File: src/rtl/stok_pkg.sv
// Package for the source tokenizer: scan modes, token kinds, error codes,
// character classes and the shared front-to-back record. No dependencies.
package stok_pkg;

    localparam int PosBits = 16;
    localparam int LenBits = 8;
    localparam int QueueDepth = 4;
    localparam int QueueAw = 2;

    typedef enum logic [3:0] {
        M_IDLE, M_COMMENT, M_EQ, M_BANG, M_LT, M_GT, M_AMP, M_BAR,
        M_MINUS, M_INT, M_POINT, M_FRAC, M_IDENT, M_GARBAGE
    } mode_t;

    localparam logic [4:0] K_LPAREN = 5'd0;
    localparam logic [4:0] K_RPAREN = 5'd1;
    localparam logic [4:0] K_LSBRACE = 5'd2;
    localparam logic [4:0] K_RSBRACE = 5'd3;
    localparam logic [4:0] K_LCBRACE = 5'd4;
    localparam logic [4:0] K_RCBRACE = 5'd5;
    localparam logic [4:0] K_COMMA = 5'd6;
    localparam logic [4:0] K_EQUAL = 5'd7;
    localparam logic [4:0] K_EQEQ = 5'd8;
    localparam logic [4:0] K_BANG = 5'd9;
    localparam logic [4:0] K_NOTEQ = 5'd10;
    localparam logic [4:0] K_PLUS = 5'd11;
    localparam logic [4:0] K_MINUS = 5'd12;
    localparam logic [4:0] K_ARROW = 5'd13;
    localparam logic [4:0] K_STAR = 5'd14;
    localparam logic [4:0] K_SLASH = 5'd15;
    localparam logic [4:0] K_LESS = 5'd16;
    localparam logic [4:0] K_LESSEQ = 5'd17;
    localparam logic [4:0] K_GREATER = 5'd18;
    localparam logic [4:0] K_GREATEREQ = 5'd19;
    localparam logic [4:0] K_ANDAND = 5'd20;
    localparam logic [4:0] K_BARBAR = 5'd21;
    localparam logic [4:0] K_INT = 5'd22;
    localparam logic [4:0] K_FLOAT = 5'd23;
    localparam logic [4:0] K_IDENT = 5'd24;
    localparam logic [4:0] K_DEF = 5'd25;
    localparam logic [4:0] K_LET = 5'd26;
    localparam logic [4:0] K_IF = 5'd27;
    localparam logic [4:0] K_ELSE = 5'd28;
    localparam logic [4:0] K_NONE = 5'd31;

    localparam logic [2:0] E_OK = 3'd0;
    localparam logic [2:0] E_AMP = 3'd1;
    localparam logic [2:0] E_BAR = 3'd2;
    localparam logic [2:0] E_FLOAT = 3'd3;
    localparam logic [2:0] E_GARBAGE = 3'd4;

    // One result before its count is attached.
    typedef struct packed {
        logic [4:0]         kind;
        logic [PosBits-1:0] line;
        logic [PosBits-1:0] column;
        logic [LenBits-1:0] length;
        logic [2:0]         error;
        logic               last;
        logic               restart;
    } tok_t;

    // Up to two results caused by one input item.
    typedef struct packed {
        logic second;
        tok_t first_tok;
        tok_t second_tok;
    } entry_t;

    function automatic logic is_space(input logic [7:0] c);
        return c == 8'd32 || (c >= 8'd9 && c <= 8'd13);
    endfunction

    function automatic logic is_digit(input logic [7:0] c);
        return c >= 8'd48 && c <= 8'd57;
    endfunction

    function automatic logic is_word(input logic [7:0] c);
        return (c >= 8'd65 && c <= 8'd90) || (c >= 8'd97 && c <= 8'd122)
            || is_digit(c) || c == 8'd95;
    endfunction

    function automatic logic [4:0] single_kind(input logic [7:0] c);
        case (c)
            8'h28:   return K_LPAREN;
            8'h29:   return K_RPAREN;
            8'h5B:   return K_LSBRACE;
            8'h5D:   return K_RSBRACE;
            8'h7B:   return K_LCBRACE;
            8'h7D:   return K_RCBRACE;
            8'h2C:   return K_COMMA;
            8'h2B:   return K_PLUS;
            8'h2A:   return K_STAR;
            8'h2F:   return K_SLASH;
            default: return K_NONE;
        endcase
    endfunction

endpackage

File: src/rtl/source_tokenizer.sv
// Top level of the source tokenizer: front scanner, result queue and
// output stage. Depends on stok_pkg, stok_front, stok_queue, stok_back.
//
// The block takes one source byte per item on the s_axis channel and sends
// tokens on the m_axis channel. Each input item may cause zero, one or two
// tokens; tlast marks the final token caused by one input item. Setting
// s_axis_tuser (end of input) flushes any pending token and returns the
// scanner, the positions and the token count to their reset values.
// Throughput is one input item per cycle while the queue has room; two
// tokens from one item leave one after the other through the single output
// register. The scanner writes the queue at the accepting edge, and the
// output register loads from the queue once it is free. The queue holds
// four entries, and s_axis_tready falls when fewer than two are free, so
// a stalled receiver backs the input up without loss. After reset the
// block is idle at line 1, column 1, with no tokens counted; nothing is
// lost or repeated however long either side stalls.
module source_tokenizer
    import stok_pkg::*;
(
    input  logic        clk,
    input  logic        rst_n,
    input  logic        s_axis_tvalid,
    output logic        s_axis_tready,
    input  logic [7:0]  s_axis_tdata,  // [7:0] char_byte
    input  logic        s_axis_tuser,  // end_of_input
    output logic        m_axis_tvalid,
    input  logic        m_axis_tready,
    // [4:0] token_kind, [20:5] token line, [36:21] start_column,
    // [44:37] token_length, [47:45] error_code, [63:48] token_count
    output logic [63:0] m_axis_tdata,
    output logic        m_axis_tlast
);

    logic   push, pop, not_empty, room, in_fire;
    entry_t entry, head;
    tok_t   tok;
    logic [15:0] cnt;

    assign s_axis_tready = room;
    assign in_fire = s_axis_tvalid && room;

    stok_front u_front (
        .clk(clk), .rst_n(rst_n), .in_valid(in_fire), .c(s_axis_tdata),
        .eoi(s_axis_tuser), .push(push), .entry(entry)
    );

    stok_queue u_queue (
        .clk(clk), .rst_n(rst_n), .push(push), .push_entry(entry), .pop(pop),
        .head(head), .not_empty(not_empty), .room(room)
    );

    stok_back u_back (
        .clk(clk), .rst_n(rst_n), .not_empty(not_empty), .head(head), .pop(pop),
        .out_valid(m_axis_tvalid), .out_ready(m_axis_tready), .out_tok(tok),
        .out_count(cnt)
    );

    assign m_axis_tdata = {cnt, tok.error, tok.length, tok.column, tok.line, tok.kind};
    assign m_axis_tlast = tok.last;

endmodule

File: src/rtl/stok_front.sv
// Front part of the source tokenizer: scans one byte per cycle while
// in_valid is set, forming up to two results per byte. Depends on stok_pkg.
module stok_front
    import stok_pkg::*;
(
    input  logic         clk,
    input  logic         rst_n,
    input  logic         in_valid,
    input  logic [7:0]   c,
    input  logic         eoi,
    output logic         push,
    output entry_t       entry
);

    mode_t              mode_reg, mode_next;
    logic [PosBits-1:0] line_reg, line_next, col_reg, col_next;
    logic [PosBits-1:0] sline_reg, sline_next, scol_reg, scol_next;
    logic [LenBits-1:0] len_reg, len_next;
    logic [31:0]        win_reg, win_next;
    logic               halt_reg, halt_next;
    // Set by end of input; the next pushed entry starts the count from zero.
    logic               fresh_reg, fresh_next;

    localparam logic [PosBits-1:0] PosMax = {PosBits{1'b1}};
    localparam logic [LenBits-1:0] LenMax = {LenBits{1'b1}};

    logic [LenBits-1:0] len_grow;
    logic [4:0]         wkind;
    int unsigned        n;
    tok_t               t0, t1;

    assign len_grow = (len_reg < LenMax) ? len_reg + 1'b1 : len_reg;

    always_comb
    begin
        wkind = K_IDENT;
        if (len_reg == LenBits'(3) && win_reg[23:0] == 24'h646566) wkind = K_DEF;
        else if (len_reg == LenBits'(3) && win_reg[23:0] == 24'h6C6574) wkind = K_LET;
        else if (len_reg == LenBits'(2) && win_reg[15:0] == 16'h6966) wkind = K_IF;
        else if (len_reg == LenBits'(4) && win_reg == 32'h656C7365) wkind = K_ELSE;
    end

    always_comb
    begin
        logic       do_start;
        logic [4:0] sk;
        mode_next  = mode_reg;
        line_next  = line_reg;
        col_next   = col_reg;
        sline_next = sline_reg;
        scol_next  = scol_reg;
        len_next   = len_reg;
        win_next   = win_reg;
        halt_next  = halt_reg;
        n          = 0;
        t0         = '0;
        t1         = '0;
        do_start   = 1'b0;
        sk         = single_kind(c);

        // Token at the current start position (not yet updated this cycle).
        t0.line   = sline_reg;
        t0.column = scol_reg;

        if (eoi) begin
            if (!halt_reg) begin
                n = 1;
                t0.length = len_reg;
                case (mode_reg)
                    M_EQ:      begin t0.kind = K_EQUAL;   t0.length = LenBits'(1); end
                    M_BANG:    begin t0.kind = K_BANG;    t0.length = LenBits'(1); end
                    M_LT:      begin t0.kind = K_LESS;    t0.length = LenBits'(1); end
                    M_GT:      begin t0.kind = K_GREATER; t0.length = LenBits'(1); end
                    M_MINUS:   begin t0.kind = K_MINUS;   t0.length = LenBits'(1); end
                    M_AMP:     t0.error = E_AMP;
                    M_BAR:     t0.error = E_BAR;
                    M_POINT:   t0.error = E_FLOAT;
                    M_GARBAGE: t0.error = E_GARBAGE;
                    M_INT:     t0.kind = K_INT;
                    M_FRAC:    t0.kind = K_FLOAT;
                    M_IDENT:   t0.kind = wkind;
                    default:   n = 0;
                endcase
            end
            mode_next = M_IDLE; line_next = PosBits'(1); col_next = PosBits'(1);
            sline_next = PosBits'(1); scol_next = PosBits'(1);
            len_next = '0; win_next = '0; halt_next = 1'b0;
        end else begin
            if (!halt_reg) begin
                case (mode_reg)
                    M_COMMENT: if (c == 8'd10) mode_next = M_IDLE;
                    M_EQ, M_BANG, M_LT, M_GT:
                    begin
                        mode_next = M_IDLE;
                        n = 1;
                        if (c == 8'h3D) begin
                            t0.length = LenBits'(2);
                            t0.kind = (mode_reg == M_EQ) ? K_EQEQ :
                                      (mode_reg == M_BANG) ? K_NOTEQ :
                                      (mode_reg == M_LT) ? K_LESSEQ : K_GREATEREQ;
                        end else begin
                            t0.length = LenBits'(1);
                            t0.kind = (mode_reg == M_EQ) ? K_EQUAL :
                                      (mode_reg == M_BANG) ? K_BANG :
                                      (mode_reg == M_LT) ? K_LESS : K_GREATER;
                            do_start = 1'b1;
                        end
                    end
                    M_AMP, M_BAR:
                    begin
                        n = 1;
                        mode_next = M_IDLE;
                        if (c == ((mode_reg == M_AMP) ? 8'h26 : 8'h7C)) begin
                            t0.length = LenBits'(2);
                            t0.kind = (mode_reg == M_AMP) ? K_ANDAND : K_BARBAR;
                        end else begin
                            t0.length = len_reg;
                            t0.error = (mode_reg == M_AMP) ? E_AMP : E_BAR;
                            halt_next = 1'b1;
                        end
                    end
                    M_MINUS:
                        if (is_digit(c)) begin
                            len_next = len_grow; mode_next = M_INT;
                        end else begin
                            mode_next = M_IDLE;
                            n = 1;
                            if (c == 8'h3E) begin
                                t0.kind = K_ARROW; t0.length = LenBits'(2);
                            end else begin
                                t0.kind = K_MINUS; t0.length = LenBits'(1);
                                do_start = 1'b1;
                            end
                        end
                    M_INT:
                        if (is_digit(c)) len_next = len_grow;
                        else if (c == 8'h2E) begin
                            len_next = len_grow; mode_next = M_POINT;
                        end else begin
                            mode_next = M_IDLE; n = 1;
                            t0.kind = K_INT; t0.length = len_reg; do_start = 1'b1;
                        end
                    M_POINT:
                        if (is_digit(c)) begin
                            len_next = len_grow; mode_next = M_FRAC;
                        end else begin
                            n = 1; mode_next = M_IDLE; halt_next = 1'b1;
                            t0.error = E_FLOAT; t0.length = len_reg;
                        end
                    M_FRAC:
                        if (is_digit(c)) len_next = len_grow;
                        else begin
                            mode_next = M_IDLE; n = 1;
                            t0.kind = K_FLOAT; t0.length = len_reg; do_start = 1'b1;
                        end
                    M_IDENT:
                        if (is_word(c)) begin
                            len_next = len_grow; win_next = {win_reg[23:0], c};
                        end else begin
                            mode_next = M_IDLE; n = 1;
                            t0.kind = wkind; t0.length = len_reg; do_start = 1'b1;
                        end
                    M_GARBAGE:
                        if (is_space(c)) begin
                            n = 1; mode_next = M_IDLE; halt_next = 1'b1;
                            t0.error = E_GARBAGE; t0.length = len_reg;
                        end else len_next = len_grow;
                    default: begin mode_next = M_IDLE; do_start = 1'b1; end
                endcase

                if (do_start) begin
                    mode_next = M_IDLE;
                    if (sk != K_NONE || c == 8'h3D || c == 8'h21 || c == 8'h3C
                        || c == 8'h3E || c == 8'h26 || c == 8'h7C || c == 8'h2D
                        || (!is_space(c) && c != 8'h23)) begin
                        sline_next = line_reg; scol_next = col_reg;
                        len_next = LenBits'(1); win_next = {24'd0, c};
                    end
                    case (c)
                        8'h3D: mode_next = M_EQ;
                        8'h21: mode_next = M_BANG;
                        8'h3C: mode_next = M_LT;
                        8'h3E: mode_next = M_GT;
                        8'h26: mode_next = M_AMP;
                        8'h7C: mode_next = M_BAR;
                        8'h2D: mode_next = M_MINUS;
                        8'h23: mode_next = M_COMMENT;
                        default:
                            if (sk != K_NONE) begin
                                if (n == 0) begin
                                    t0 = '0; t0.kind = sk; t0.line = line_reg;
                                    t0.column = col_reg; t0.length = LenBits'(1);
                                end else begin
                                    t1.kind = sk; t1.line = line_reg;
                                    t1.column = col_reg; t1.length = LenBits'(1);
                                end
                                n = n + 1;
                            end else if (is_space(c)) mode_next = M_IDLE;
                            else if (is_digit(c)) mode_next = M_INT;
                            else if (is_word(c)) mode_next = M_IDENT;
                            else mode_next = M_GARBAGE;
                    endcase
                end
            end
            if (c == 8'd10) begin
                if (line_reg < PosMax) line_next = line_reg + 1'b1;
                col_next = PosBits'(1);
            end else if (col_reg < PosMax) col_next = col_reg + 1'b1;
        end
    end

    always_comb
    begin
        entry = '0;
        entry.first_tok = t0;
        entry.second_tok = t1;
        entry.second = (n == 2);
        entry.first_tok.restart = fresh_reg;
        if (n == 2) entry.second_tok.last = 1'b1;
        else entry.first_tok.last = 1'b1;
    end

    assign push = in_valid && (n != 0);

    // A flushed token still belongs to the old source, so the mark is taken
    // after end of input and cleared by the first entry that follows.
    assign fresh_next = eoi ? 1'b1 : ((n != 0) ? 1'b0 : fresh_reg);

    always_ff @(posedge clk or negedge rst_n)
    begin
        if (!rst_n) begin
            mode_reg <= M_IDLE; line_reg <= PosBits'(1); col_reg <= PosBits'(1);
            sline_reg <= PosBits'(1); scol_reg <= PosBits'(1);
            len_reg <= '0; win_reg <= '0; halt_reg <= 1'b0; fresh_reg <= 1'b0;
        end else if (in_valid) begin
            mode_reg <= mode_next; line_reg <= line_next; col_reg <= col_next;
            sline_reg <= sline_next; scol_reg <= scol_next;
            len_reg <= len_next; win_reg <= win_next; halt_reg <= halt_next;
            fresh_reg <= fresh_next;
        end
    end

endmodule

File: src/rtl/stok_queue.sv
// Short queue of result pairs between the front and back parts.
// Depends on stok_pkg.
module stok_queue
    import stok_pkg::*;
(
    input  logic   clk,
    input  logic   rst_n,
    input  logic   push,
    input  entry_t push_entry,
    input  logic   pop,
    output entry_t head,
    output logic   not_empty,
    output logic   room
);

    entry_t              mem_reg [QueueDepth];
    logic [QueueAw-1:0]  wp_reg, rp_reg;
    logic [QueueAw:0]    cnt_reg;

    assign head = mem_reg[rp_reg];
    assign not_empty = cnt_reg != '0;
    // Room for one more entry even if one is pushed this cycle.
    assign room = cnt_reg < (QueueAw+1)'(QueueDepth - 1);

    always_ff @(posedge clk)
    begin
        if (push) mem_reg[wp_reg] <= push_entry;
    end

    always_ff @(posedge clk or negedge rst_n)
    begin
        if (!rst_n) begin
            wp_reg <= '0; rp_reg <= '0; cnt_reg <= '0;
        end else begin
            if (push) wp_reg <= wp_reg + 1'b1;
            if (pop) rp_reg <= rp_reg + 1'b1;
            cnt_reg <= cnt_reg + (QueueAw+1)'(push) - (QueueAw+1)'(pop);
        end
    end

endmodule

File: src/rtl/stok_back.sv
// Back part of the source tokenizer: splits queue entries into single
// results, attaches the running count and holds the output register.
// Depends on stok_pkg.
module stok_back
    import stok_pkg::*;
(
    input  logic         clk,
    input  logic         rst_n,
    input  logic         not_empty,
    input  entry_t       head,
    output logic         pop,
    output logic         out_valid,
    input  logic         out_ready,
    output tok_t         out_tok,
    output logic [15:0]  out_count
);

    logic        half_reg;
    logic [15:0] cnt_reg;
    logic        valid_reg;
    tok_t        tok_reg;
    logic [15:0] ocnt_reg;
    logic        load;
    tok_t        cur;
    logic [15:0] base, cnt_new;

    assign cur = half_reg ? head.second_tok : head.first_tok;
    assign load = not_empty && (!valid_reg || out_ready);
    assign pop = load && (half_reg || !head.second);
    // The first entry after end of input begins counting anew.
    assign base = (!half_reg && head.first_tok.restart) ? 16'd0 : cnt_reg;
    assign cnt_new = (base != 16'hFFFF) ? base + 16'd1 : base;

    always_ff @(posedge clk or negedge rst_n)
    begin
        if (!rst_n) begin
            half_reg <= 1'b0; cnt_reg <= '0; valid_reg <= 1'b0;
        end else begin
            if (load) begin
                half_reg <= !pop;
                cnt_reg <= cnt_new;
                valid_reg <= 1'b1;
            end else if (out_ready) valid_reg <= 1'b0;
        end
    end

    always_ff @(posedge clk)
    begin
        if (load) begin
            tok_reg <= cur;
            ocnt_reg <= cnt_new;
        end
    end

    assign out_valid = valid_reg;
    assign out_tok = tok_reg;
    assign out_count = ocnt_reg;

endmodule
File: config.mk
export PLATFORM = sky130hd
export DESIGN_NAME = source_tokenizer
export DESIGN_NICKNAME = d
export VERILOG_FILES = /design/src/rtl/stok_pkg.sv /design/src/rtl/source_tokenizer.sv /design/src/rtl/stok_front.sv /design/src/rtl/stok_queue.sv /design/src/rtl/stok_back.sv
export SDC_FILE = /design/constraint.sdc
export NUM_CORES = 1
export LEC_CHECK = 0
export ABC_AREA = 0
export BUFFER_PORTS_ARGS = -buffer_cell sky130_fd_sc_hd__buf_4
export CORE_ASPECT_RATIO = 0.6
export CORE_UTILIZATION = 39
export DETAILED_ROUTE_END_ITERATION = 7
export SYNTH_ARGS = -nofsm -noshare
export SYNTH_HDL_FRONTEND = slang
export SYNTH_SLANG_ARGS = --single-unit
File: constraint.sdc
create_clock -name clk -period 7.3 [get_ports clk]
set_input_delay 1.825 -clock clk [delete_from_list [all_inputs] [get_ports clk]]
set_output_delay 1.825 -clock clk [all_outputs]
set_load 0.05 [all_outputs]
==> flow_summary.yaml <==
run_status:
  status: "completed"
clocking:
  cts.hold.buffers_added: 0
  cts_root_buf: "clkbuf_16"
  cts_tree: "done"
  post_cts_buffers: 0
  cts_made_buffers: 51
  clockBufferDepth: 3
  cts.repair.resized: 0
  clkLatencyLatePin_ns: 0.62
  cts.sinks: 556
  cts.reportedPaths.clkPinSlew_ns: 0.07
  htreeDepth: 2
synthesis:
  synth_area_leaders: "edfxtp_1 51%, dfrtp_1 13%, mux4_2 8.1%"
  synth-seq-area-share: 0.651
  yosys.area.top_type_share: 0.513
  ys_seq_elements: 556
  synth_edf_count: 421
  syn_avg_cell_area_um2: 14.2
  synth_top_area_cell: "edfxtp_1"
  yosysWarnings: 0
  yosys.cell_types.count: 97
  syn-cell-area_um2: 24600
  synth_flop_cell: "edfxtp_1"
  ys_async_sr_fraction: 0.243
  syn_inst: 1734
global_routing:
  grt_pass1_wl_um: 94200
  grt-ovfl-total: 0
  grt_pass1_vias: 15000
  grt_max_degree: 90
  grt_use_total: 0.193
  antenna_found_initial: 1
layout:
  largest_reg_flops: 356
  area_growth_pct: 12.5
  n_antenna_cell: 0
  fin_cells: 2664
  finalNetCount: 1821
  layout-drive-gt1-share: 0.195
critical_path:
  cp.arrival_ns: 5.61
  r2r-end: "u_queue.mem_reg[3][13]$_DFFE_PP_"
  crit_end: "u_queue.mem_reg[3][13]$_DFFE_PP_"
  cp_max_fo: 27
  startpoint: "s_axis_tdata[3]"
  ff2ff_setup_slack_ns: 2.72
  critPathSlowestCell: "o32ai_1"
  path_class: "input pin to flop"
  worstSetupEndpointType: "flop"
  start_kind: "input pin"
  cp_cell_sequence: "buf_4 > nand2_1 > o32ai_1 > or2_2 > o21a_1 > nand2_1 > ha_1 > nor2_1 > a21o_1 > a41oi_4 > and2_4 > buf_4"
  slowest_delay_ns: 0.64
  rr_startpoint: "u_front.mode_reg[3]$_DFFE_PN0P_"
  cp_data_required_time_ns: 7.57
  reg2reg_depth: 8
pwr:
  irDropWorstVdd_mv: 0.253
  p_sw_frac: 0.365
  power_frac_comb: 0.333
  switchingPower_w: 0.00386
  pwr-share-clk: 0.256
  leakage_nw: 10.1
  powerDensity_nw_per_um2: 381
  p_int_w: 0.00670
  power_frac_seq: 0.411
timing:
  skew_ns: 0.0313
  hold_viol: 0
  setup_violations: 0
  fin_crit_sh: 0.732
  slew_headroom: 0.221
  rsz0062_at_grt: "no"
  fin_crit_ns: 5.34
  slew_viol_final: 0
  setup_tns_ns: 0
  fmax_mhz: 187
  worst_pin_slew_ns: 1.16
route:
  final_antenna_net_count: 0
  routed_wl_um: 60900
  drt_iter0_markers: 1622
  drtPass1Iterations: 5
  remaining_drc_errors: 0
  viasPerCell: 5.67
  wl_per_cell_um: 22.9
  via_count: 15100
min_path:
  min_from: "u_back.cnt_reg[0]$_DFFE_PN0P_"
  min_path_type: "flop to flop"
placed_design:
  placed_cells: 2567
  place.detailed.hpwl_um: 37900
  port_buffers: 79
  routabilityCongestion: 0.933
die:
  io_pins: 80
  die_w_um: 326
  die_h_um: 197
  rows: 70
  die_area_um2: 64200
  core_um2: 61700
  start_util: 0.400
flow_run:
  drv_cap: 0
-- power by group through the flow --
stage          combinational, W  clock (W)  sequential [W]
3_5_place_dp            0.00353          0         0.00441
3_3_place_gp            0.00352          0         0.00440
2_1_floorplan           0.00191          0         0.00487
6_report                0.00352    0.00270         0.00434
4_1_cts                 0.00354    0.00277         0.00435
5_1_grt                 0.00378    0.00289         0.00440
-- kinds of logic (layout without fill, tap and decap cells) --
family,after synthesis,after routing,synth area share
compound gates,269,269,0.0749
xor+xnor,40,40,0.0142
fa+ha+maj,15,15,0.00792
buf+inv,164,263,0.0291
flops,556,556,0.651
mux,134,134,0.106
other cells,1,4,0.000152
simple gates,555,555,0.118
-- metal layers --
metal	wire length [um]	up-vias	part of all wire	track usage
met3	4250	62	0.070	0.0377
met4	947	0	0.016	0.0421
met2	25100	513	0.41	0.265
li1	-	6725	-	-
met1	30600	7807	0.50	0.312
met5	0	-	0	0
-- stage by stage --
step	total power [W]	instance area (um^2)	util	setup slack [ns]	hold slack (ns)
5_1_grt	0.0111	27700	0.450	1.76	0.530
6_report	0.0106	27700	0.450	1.96	0.501
3_3_place_gp	0.00792	26100	0.423	1.51	0.477
4_1_cts	0.0107	27700	0.449	2.11	0.505
3_5_place_dp	0.00794	26100	0.423	1.46	0.487
2_1_floorplan	0.00678	24600	-	0.931	0.457
-- cells in the mapped netlist (4+ instances only) --
library cell / number
a21oi_1: 52
a221oi_1: 4
a22o_1: 34
a31oi_1: 18
and2_1: 60
and3_1: 8
and4_1: 4
buf_1: 12
buf_2: 24
buf_4: 5
buf_6: 7
clkbuf_1: 55
dfrtp_1: 131
dfstp_2: 4
edfxtp_1: 421
ha_1: 14
inv_1: 59
mux2_2: 8
mux2_4: 27
mux2i_1: 9
mux4_2: 89
nand2_1: 191
nand2b_1: 9
nand3_1: 31
nand3b_1: 4
nand4_1: 51
nor2_1: 95
nor2b_1: 9
nor3_1: 29
nor4_1: 12
nor4b_1: 4
nor4bb_1: 4
o211ai_1: 8
o21a_1: 6
o21ai_0: 69
o21ai_1: 6
o22ai_1: 4
o31ai_1: 19
o32ai_1: 4
or3_1: 9
xnor2_1: 16
xor2_1: 24
-- layout make-up --
cell class	instances	area [um^2]
inverter	61	230
tap	828	1040
timing repair buffer	106	847
sequential	556	16000
fill	5488	33900
clock inverter	30	299
clock buffer	66	1350
multi-input combinational	1017	7920
-- critical path, delay by kind of cell --
family,cells,cell delay [ns]
AOI/OAI and AO/OA,4,1.64
and+or+nand+nor,5,1.13
buffers and inverters,2,0.65
adders and majority gates,1,0.32
-- layout by cell type (no fill, tap or decap), drive strengths merged, types with 5 or more instances in the layout --
| master | n |
|---|---|
| nand4 | 51 |
| buf | 105 |
| mux2i | 9 |
| o211ai | 9 |
| edfxtp | 421 |
| xnor2 | 16 |
| o21ai | 78 |
| inv | 64 |
| o21a | 7 |
| nor4b | 6 |
| and4 | 5 |
| and2 | 61 |
| a21oi | 53 |
| nand2 | 192 |
| clkbuf | 67 |
| clkinv | 17 |
| mux4 | 89 |
| and3 | 8 |
| o31ai | 19 |
| a31oi | 18 |
| bufinv | 5 |
| nor4 | 13 |
| ha | 14 |
| nand2b | 9 |
| nor2 | 95 |
| dfrtp | 131 |
| a22o | 34 |
| nor3 | 30 |
| xor2 | 24 |
| nor2b | 9 |
| or3 | 9 |
| nand3 | 34 |
| clkinvlp | 5 |
| mux2 | 36 |
-- how the worst min path moves through the flow --
stage | to | slack [ns] | cells past startpoint
2_1_floorplan | u_front.win_reg[24]$_DFFE_PN0P_ | 0.46 | 1
3_3_place_gp | u_back.out_valid$_DFFE_PN0P_ | 0.48 | 2
3_5_place_dp | u_back.cnt_reg[0]$_DFFE_PN0P_ | 0.49 | 2
4_1_cts | u_back.cnt_reg[0]$_DFFE_PN0P_ | 0.50 | 2
5_1_grt | u_front.win_reg[25]$_DFFE_PN0P_ | 0.53 | 1
6_report | u_back.cnt_reg[0]$_DFFE_PN0P_ | 0.50 | 2
(Power assumes the default switching activity.)
